$ cat config.mk
export PLATFORM = sky130hd
export DESIGN_NAME = key_debounce_press_classifier_core
export DESIGN_NICKNAME = d
export VERILOG_FILES = /design/src/hdl/kdpc_pkg.sv /design/src/hdl/kdpc_cfg_regs.sv /design/src/hdl/kdpc_debounce.sv /design/src/hdl/kdpc_classifier.sv /design/src/hdl/key_debounce_press_classifier_core.sv
export VERILOG_INCLUDE_DIRS = /design/src /design/src/hdl
export SDC_FILE = /design/constraint.sdc
export NUM_CORES = 1
export LEC_CHECK = 0
export ABC_AREA = 1
export BUFFER_PORTS_ARGS = -buffer_cell sky130_fd_sc_hd__buf_4
export CAP_MARGIN = 20
export CORE_MARGIN = 1.5
export CORE_UTILIZATION = 40
export CTS_CLUSTER_SIZE = 40
export DETAILED_ROUTE_END_ITERATION = 7
export PLACE_DENSITY = 0.61
export SLEW_MARGIN = 20
export SYNTH_ARGS = -nofsm -noshare
export SYNTH_HDL_FRONTEND = slang
export SYNTH_SLANG_ARGS = --single-unit
$ cat constraint.sdc
create_clock -name clk -period 4.56 [get_ports clk]
set_clock_uncertainty 0.15 [all_clocks]
set_input_delay 0.684 -clock clk [delete_from_list [all_inputs] [get_ports clk]]
set_output_delay 0.684 -clock clk [all_outputs]
set_load 0.05 [all_outputs]
$ cat src/hdl/key_debounce_press_classifier_core_assert.svh
// Assertion macros shared by the key debounce and press classifier RTL.
`ifndef KEY_DEBOUNCE_PRESS_CLASSIFIER_CORE_ASSERT_SVH
`define KEY_DEBOUNCE_PRESS_CLASSIFIER_CORE_ASSERT_SVH
`ifndef SYNTHESIS
// same-cycle implication, disabled in reset
`define KDPC_ASSERT_IMPL(label, ante, cons) \
  label: assert property (@(posedge clk) disable iff (!rst_n) (ante) |-> (cons)) \
    else $error("kdpc assertion failed");
// next-cycle implication, disabled in reset
`define KDPC_ASSERT_NEXT(label, ante, cons) \
  label: assert property (@(posedge clk) disable iff (!rst_n) (ante) |=> (cons)) \
    else $error("kdpc assertion failed");
`else
`define KDPC_ASSERT_IMPL(label, ante, cons)
`define KDPC_ASSERT_NEXT(label, ante, cons)
`endif
`endif

$ cat src/hdl/kdpc_pkg.sv
// Types and constants for the key debounce and press classifier.
package kdpc_pkg;

  localparam int KEY_BITS  = 8;
  localparam int COUNT_W   = 8;
  localparam int LONG_W    = 7;
  localparam int ADDR_W    = 4;
  localparam int DATA_W    = 32;

  localparam logic [COUNT_W-1:0] COUNT_MAX = {COUNT_W{1'b1}};

  typedef logic [KEY_BITS-1:0] key_t;

  // register indexes (byte address = 4 * index)
  localparam logic [1:0] REG_DEBOUNCE = 2'd0;
  localparam logic [1:0] REG_LONG     = 2'd1;
  localparam logic [1:0] REG_HOLD     = 2'd2;
  localparam logic [1:0] REG_NO_KEY   = 2'd3;

  localparam logic [7:0]        DEBOUNCE_RESET = 8'd4;
  localparam logic [LONG_W-1:0] LONG_RESET     = 7'd75;
  localparam logic [LONG_W-1:0] HOLD_RESET     = 7'd15;
  localparam key_t              NO_KEY_RESET   = KEY_BITS'(255);

  typedef struct packed {
    logic [7:0]        debounce_count;
    logic [LONG_W-1:0] long_count;
    logic [LONG_W-1:0] hold_interval;
    key_t              no_key_code;
  } cfg_t;

  typedef enum logic [1:0] {
    KIND_SHORT_UP = 2'h0,
    KIND_LONG     = 2'h1,
    KIND_HOLD     = 2'h2,
    KIND_LONG_UP  = 2'h3
  } kind_t;

  typedef struct packed {
    logic  fire;
    kind_t kind;
    key_t  key;
  } event_t;

endpackage

$ cat src/hdl/kdpc_cfg_regs.sv
// APB-style configuration registers with reset defaults and read-back.
module kdpc_cfg_regs
  import kdpc_pkg::*;
(
  input  logic              clk,
  input  logic              rst_n,
  input  logic              psel,
  input  logic              penable,
  input  logic              pwrite,
  input  logic [ADDR_W-1:0] paddr,
  input  logic [DATA_W-1:0] pwdata,
  output logic [DATA_W-1:0] prdata,
  output logic              pready,
  output cfg_t              cfg
);

  cfg_t       cfg_r;
  logic       wr_en;
  logic [1:0] reg_idx;

  assign pready  = 1'b1;
  assign reg_idx = paddr[3:2];
  assign wr_en   = psel && penable && pwrite && pready;

  always_ff @(posedge clk) begin
    if (!rst_n) begin
      cfg_r.debounce_count <= DEBOUNCE_RESET;
      cfg_r.long_count     <= LONG_RESET;
      cfg_r.hold_interval  <= HOLD_RESET;
      cfg_r.no_key_code    <= NO_KEY_RESET;
    end else if (wr_en) begin
      unique case (reg_idx)
        REG_DEBOUNCE: cfg_r.debounce_count <= pwdata[7:0];
        REG_LONG:     cfg_r.long_count     <= pwdata[LONG_W-1:0];
        REG_HOLD:     cfg_r.hold_interval  <= pwdata[LONG_W-1:0];
        REG_NO_KEY:   cfg_r.no_key_code    <= KEY_BITS'(pwdata[7:0]);
        default: ;
      endcase
    end
  end

  always_comb begin
    unique case (reg_idx)
      REG_DEBOUNCE: prdata = DATA_W'(cfg_r.debounce_count);
      REG_LONG:     prdata = DATA_W'(cfg_r.long_count);
      REG_HOLD:     prdata = DATA_W'(cfg_r.hold_interval);
      REG_NO_KEY:   prdata = DATA_W'(cfg_r.no_key_code);
      default:      prdata = '0;
    endcase
  end

  assign cfg = cfg_r;

endmodule

$ cat src/hdl/kdpc_debounce.sv
// Debounce stage: counts repeats of the raw code and adopts the stable key.
module kdpc_debounce
  import kdpc_pkg::*;
(
  input  logic clk,
  input  logic rst_n,
  input  logic step,
  input  key_t raw,
  input  cfg_t cfg,
  output key_t stable_key
);

  key_t               prev_r, prev_nxt;
  logic [COUNT_W-1:0] rpt_r, rpt_nxt, rpt_inc;
  key_t               stable_r, stable_nxt;

  always_comb begin
    prev_nxt   = prev_r;
    rpt_nxt    = rpt_r;
    stable_nxt = stable_r;
    rpt_inc    = (rpt_r == COUNT_MAX) ? rpt_r : rpt_r + 1'b1;
    if (raw != prev_r) begin
      rpt_nxt  = '0;
      prev_nxt = raw;
    end else begin
      rpt_nxt = rpt_inc;
      if (rpt_inc == COUNT_W'(cfg.debounce_count)) begin
        stable_nxt = raw;
      end
    end
  end

  always_ff @(posedge clk) begin
    if (!rst_n) begin
      prev_r   <= '0;
      rpt_r    <= '0;
      stable_r <= NO_KEY_RESET;
    end else if (step) begin
      prev_r   <= prev_nxt;
      rpt_r    <= rpt_nxt;
      stable_r <= stable_nxt;
    end
  end

  // classifier sees the key as updated by this tick
  assign stable_key = stable_nxt;

endmodule

$ cat src/hdl/kdpc_classifier.sv
// Press classifier: tracks the stable key and decides the event of a tick.
module kdpc_classifier
  import kdpc_pkg::*;
(
  input  logic   clk,
  input  logic   rst_n,
  input  logic   step,
  input  key_t   stable_key,
  input  cfg_t   cfg,
  output event_t evt
);

  key_t               last_r, last_nxt;
  logic [COUNT_W-1:0] press_r, press_nxt, press_inc, hold_mark, long_mark;

  assign long_mark = COUNT_W'(cfg.long_count);
  assign hold_mark = long_mark + COUNT_W'(cfg.hold_interval);
  assign press_inc = (press_r == COUNT_MAX) ? press_r : press_r + 1'b1;

  always_comb begin
    last_nxt  = last_r;
    press_nxt = press_r;
    evt.fire  = 1'b0;
    evt.kind  = KIND_SHORT_UP;
    evt.key   = last_r;
    if (stable_key == last_r) begin
      if (stable_key != cfg.no_key_code) begin
        press_nxt = press_inc;
        if (press_inc == long_mark) begin
          evt.fire = 1'b1;
          evt.kind = KIND_LONG;
        end else if (press_inc == hold_mark) begin
          press_nxt = long_mark;
          evt.fire  = 1'b1;
          evt.kind  = KIND_HOLD;
        end
      end
    end else begin
      last_nxt  = stable_key;
      press_nxt = '0;
      if (stable_key == cfg.no_key_code) begin
        evt.fire = 1'b1;
        evt.kind = (press_r >= long_mark) ? KIND_LONG_UP : KIND_SHORT_UP;
      end
    end
  end

  always_ff @(posedge clk) begin
    if (!rst_n) begin
      last_r  <= NO_KEY_RESET;
      press_r <= '0;
    end else if (step) begin
      last_r  <= last_nxt;
      press_r <= press_nxt;
    end
  end

endmodule

$ cat src/hdl/key_debounce_press_classifier_core.sv
// Top level of the key debounce and press classifier.
//
// Input channel (in_valid/in_ready/in_raw_key): one raw key sample per scan
// tick. Output channel (out_valid/out_ready/out_event_kind/out_event_key):
// short-up, long, hold and long-up events, each tagged with the key that was
// held. Ticks that cause no event produce no output transaction.
// Configuration: APB-style port, registers at 0x0 debounce count, 0x4 long
// count, 0x8 hold interval, 0xC no-key code; pready is tied high.
//
// Pipeline: an input register, then one pass through debounce and classify
// logic into the output register. An event is written to the output register
// when its tick leaves the input register, and is offered from there.
// Throughput is one tick per cycle, bounded by the single output register:
// a tick leaves the input register only when the output register is empty
// or being emptied.
// When the receiver stalls, the held event stays put, one more tick waits in
// the input register, and in_ready drops until the output drains.
// Reset (rst_n, synchronous, active low) empties both registers, loads the
// register defaults and sets the stable and last keys to 0xFF.
module key_debounce_press_classifier_core
  import kdpc_pkg::*;
(
  input  logic              clk,
  input  logic              rst_n,
  input  logic              in_valid,
  output logic              in_ready,
  input  logic [7:0]        in_raw_key,
  output logic              out_valid,
  input  logic              out_ready,
  output logic [1:0]        out_event_kind,
  output logic [7:0]        out_event_key,
  input  logic              psel,
  input  logic              penable,
  input  logic              pwrite,
  input  logic [ADDR_W-1:0] paddr,
  input  logic [DATA_W-1:0] pwdata,
  output logic [DATA_W-1:0] prdata,
  output logic              pready
);

`include "key_debounce_press_classifier_core_assert.svh"

  cfg_t   cfg;
  event_t evt;
  key_t   stable_key;

  // input register
  logic s1_valid_r;
  key_t s1_raw_r;
  logic s1_go;

  // output register
  logic  out_valid_r;
  kind_t out_kind_r;
  key_t  out_key_r;

  // a tick moves on when the output slot is free or is being taken
  assign s1_go    = s1_valid_r && (!out_valid_r || out_ready);
  assign in_ready = !s1_valid_r || s1_go;

  always_ff @(posedge clk) begin
    if (!rst_n) begin
      s1_valid_r <= 1'b0;
    end else if (in_ready) begin
      s1_valid_r <= in_valid;
    end
  end

  always_ff @(posedge clk) begin
    if (in_valid && in_ready) begin
      s1_raw_r <= KEY_BITS'(in_raw_key);
    end
  end

  kdpc_cfg_regs u_cfg (
    .clk     (clk),
    .rst_n   (rst_n),
    .psel    (psel),
    .penable (penable),
    .pwrite  (pwrite),
    .paddr   (paddr),
    .pwdata  (pwdata),
    .prdata  (prdata),
    .pready  (pready),
    .cfg     (cfg)
  );

  kdpc_debounce u_debounce (
    .clk        (clk),
    .rst_n      (rst_n),
    .step       (s1_go),
    .raw        (s1_raw_r),
    .cfg        (cfg),
    .stable_key (stable_key)
  );

  kdpc_classifier u_classifier (
    .clk        (clk),
    .rst_n      (rst_n),
    .step       (s1_go),
    .stable_key (stable_key),
    .cfg        (cfg),
    .evt        (evt)
  );

  always_ff @(posedge clk) begin
    if (!rst_n) begin
      out_valid_r <= 1'b0;
    end else if (s1_go) begin
      out_valid_r <= evt.fire;
    end else if (out_ready) begin
      out_valid_r <= 1'b0;
    end
  end

  always_ff @(posedge clk) begin
    if (s1_go && evt.fire) begin
      out_kind_r <= evt.kind;
      out_key_r  <= evt.key;
    end
  end

  assign out_valid      = out_valid_r;
  assign out_event_kind = out_kind_r;
  assign out_event_key  = 8'(out_key_r);

  // an event never overwrites one still waiting
  `KDPC_ASSERT_IMPL(a_no_overrun, s1_go && evt.fire, !out_valid_r || out_ready)
  // a new tick enters only when the held one leaves
  `KDPC_ASSERT_IMPL(a_room_on_accept, in_valid && in_ready && s1_valid_r, s1_go)
  // output only becomes valid from a tick leaving the input register
  `KDPC_ASSERT_IMPL(a_out_from_stage, $rose(out_valid_r), $past(s1_go))
  // every event belongs to a pressed key
  `KDPC_ASSERT_IMPL(a_event_key_pressed, s1_go && evt.fire, evt.key != cfg.no_key_code)

endmodule
==> impl_metrics.toml <==
[sta]
clock.fmax_ghz = 0.254
period_share_pct = 86.5
tightest_slew_ps = 1020
hold_violations = 0
finalMaxSlewViolations = 0
setup_violations = 0
period_needed_ps = 3940
fin_setup_tns_ps = 0
rsz0062_at_grt = "no"
slew_headroom_pct = 31.5

[setup_path]
ff2ff_path_depth = 21
worstSetupPathType = "reg -> reg"
slowest_delay_ps = 440
crit_family = "simple AND/OR/NAND/NOR gates"
cp_cell_sequence = "ha_1, nand2_2, nor2_4, nand2_2, nand2_1, nand2_1, nand2_1, nand2_1, nor3_4, nand2_2, nand2_1, nand2_1, nand2_1, nand2_1, nand2_1, nor2_1, nand2_2, nand2_2, nand2_1, nand2_1, inv_1"
crit_required_ps = 4420
cp_max_fo = 12
end_kind = "flop"
worstReg2RegStart = "u_debounce.rpt_r[0]$_SDFFE_PN0P_"
endpoint = "out_event_kind[0]$_DFFE_PP_"
worstSetupStartpointType = "flop"
cp.arrival_ps = 3800
cp_num_cells = 21
cp.buffers_inverters = 1
r2r_end = "out_event_kind[0]$_DFFE_PP_"
reg2reg_slack_ps = 620
critPathSlowestCell = "dfxtp_1"
critPathLaunch = "u_debounce.rpt_r[0]$_SDFFE_PN0P_"
path_common_cell = "nand2_1"

[grt]
grt-busiest-layer = "met2"
grt_pass1_vias = 4613
globalRouteMet3Util_pct = 4.21
antenna_found_initial = 0
use_met2_pct = 32.7
grt_usage_pct = 20.6
grt_max_degree = 49
grt_pass1_wl_mm = 22.9
grt_overflow_total = 0
grtUsageMet1_pct = 28.1

[route]
dr.first_iter.drc_count = 325
drc_errors = 0
vias = 5034
antenna_left = 0
dr.pass1.iters = 5
wl_per_cell_um = 14.1
wirelength_mm = 14.0
avgViaCountPerCell = 5.07

[pwr]
power.density_mw_per_mm2 = 331
p_leak_nw = 2.87
vdd_drop_max_uv = 163

[floorplan]
die_x_um = 119
initial_utilization_pct = 40.9
rows = 42
dieArea_mm2 = 0.0142
ios = 96
design.core.area_mm2 = 0.0132
die-height_um = 119

[final_layout]
area_delta_synth_final_pct = 13.2
drive_above_1_share_pct = 9.55
multi_input_area_mm2 = 0.00289
nFillCells = 1331
final_cells = 993
final_nets = 880
diodes = 0
seqCellArea_mm2 = 0.00198

[cts]
clock_latency_ps = 350
cts_resized = 0
cts_setup_buffers = 0
htree_levels = 3
clockBufferDepth = 2
hold_buffers = 0
cts_sinks = 90
root_buffer = "clkbuf_16"
clk_pin_slew_ps = 60
cts_buffers = 9
cts_tree = "done"

[synthesis]
yosysMostFrequentCell = "nand2_1"
seq_area_frac_synth_pct = 36.7
synth_edf_count = 18
synthDistinctLibCells = 39
synthTopCellsByArea = "dfxtp_1 27%, nand2_1 15%, edfxtp_1 10%"
avgSynthCellArea_um2 = 6.98
synthTopCellsByCount = "210 x nand2_1, 90 x inv_1, 81 x nand3_1, 72 x dfxtp_1, 62 x a21oi_1"
synth_top_family_by_area = "simple AND/OR/NAND/NOR gates"
synth-compound-area-share_pct = 15.1
synthArstFlopShare_pct = 0
syn_area_mm2 = 0.00540
synth_flop_cell = "dfxtp_1"
synth_fa_ha_area_share_pct = 4.08
ys_warn_count = 0
netlist_instances = 774
muxShareOfSynthArea_pct = 0
yosys.area.top_type = "dfxtp_1"
synth_xor_area_share_pct = 3.08
synth-seq-cells = 90
synth.top_cell.area_share_pct = 26.7
synthSimpleGateAreaFrac_pct = 29.5

[placement]
gp_congestion = 0.916
post-place-cells = 977
portBuffers = 44
dp_hpwl_mm = 10.8

[min_path]
worstHoldPathType = "reg -> reg"

[status]
run_status = "complete, no violations"

[job]
maxCapViolCount = 0
[metal layers]
metal	wire [um]	up-vias
met4	283	0
met3	815	22
met2	6230	166
li1	-	2582
met1	6670	2264
met5	0	-
[metrics by stage]
step | util (%) | power [mW] | worst slack, ps | instance area, um^2 | hold slack, ps
after CTS | 46.3 | 2.04 | 584 | 6110 | 325
after floorplan | - | 1.16 | 1300 | 5490 | 285
final | 46.3 | 2.02 | 616 | 6110 | 319
after global placement | 43.8 | 1.23 | 698 | 5780 | 300
after global routing | 46.3 | 2.12 | 192 | 6110 | 342
after detailed placement | 43.8 | 1.23 | 605 | 5780 | 309
[tightest hold or removal path, delay by kind of cell, from the launching register on]
kind	cells	cell delay (ps)
DFF	1	320
and+or+nand+nor	1	60
AOI/OAI and AO/OA	1	60
[how the worst min path moves through the flow]
stage / startpoint / end / slack [ps] / cells past startpoint
floorplan: u_debounce.stable_r[5]$_SDFFE_PN1P_ / u_debounce.stable_r[5]$_SDFFE_PN1P_ / 290 / 2
global placement: u_debounce.stable_r[5]$_SDFFE_PN1P_ / u_debounce.stable_r[5]$_SDFFE_PN1P_ / 300 / 2
detailed placement: u_debounce.stable_r[5]$_SDFFE_PN1P_ / u_debounce.stable_r[5]$_SDFFE_PN1P_ / 310 / 2
CTS: u_debounce.stable_r[5]$_SDFFE_PN1P_ / u_debounce.stable_r[5]$_SDFFE_PN1P_ / 320 / 2
global route: in_raw_key[2] / s1_raw_r[2]$_DFFE_PP_ / 340 / 1
finish: u_debounce.stable_r[5]$_SDFFE_PN1P_ / u_debounce.stable_r[5]$_SDFFE_PN1P_ / 320 / 2
[power breakdown]
group | switching, mW | total (mW) | internal, mW
Clock | 0.310 | 0.806 | 0.496
Combinational | 0.247 | 0.341 | 0.0948
Sequential | 0.0263 | 0.876 | 0.850
[layout by cell type, fill, tap and decap left out, types with 21 or more instances in the layout]
| cell type | netlist | layout |
|---|---|---|
| nand2_1 | 210 | 210 |
| buf_4 | 26 | 46 |
| o21ai_0 | 51 | 51 |
| dfxtp_1 | 72 | 72 |
| nor2_1 | 43 | 43 |
| nand3_1 | 81 | 81 |
| inv_1 | 90 | 90 |
| a21oi_1 | 62 | 62 |
| conb_1 | 2 | 25 |
| o211ai_1 | 21 | 21 |
[sequential cells by signal, indices dropped and copies added, names as in the netlist]
name,count
u_cfg.cfg,30
out_event_key,8
s1_raw_r,8
u_classifier.last_r,8
u_classifier.press_r,8
u_debounce.prev_r,8
u_debounce.rpt_r,8
u_debounce.stable_r,8
out_event_kind,2
out_valid,1
s1_valid_r,1
[kinds of logic (layout without fill, tap and decap cells)]
| family | Yosys count | count (layout) |
|---|---|---|
| simple gates | 366 | 366 |
| compound gates | 146 | 146 |
| buf+inv | 134 | 154 |
| flops | 90 | 90 |
| xor+xnor | 19 | 19 |
| fa+ha+maj | 17 | 17 |
| other cells | 2 | 25 |
[cell type report]
type                    instances  share of cell area (%)
multi-input cells             573                    47.3
flip-flops and latches         90                    32.4
repair buffers                 46                    5.65
inverters                      92                    5.65
clock buffers                  10                    3.91
well taps                     176                    3.60
clock inverters                 6                    1.47
(Power assumes the default switching activity.)
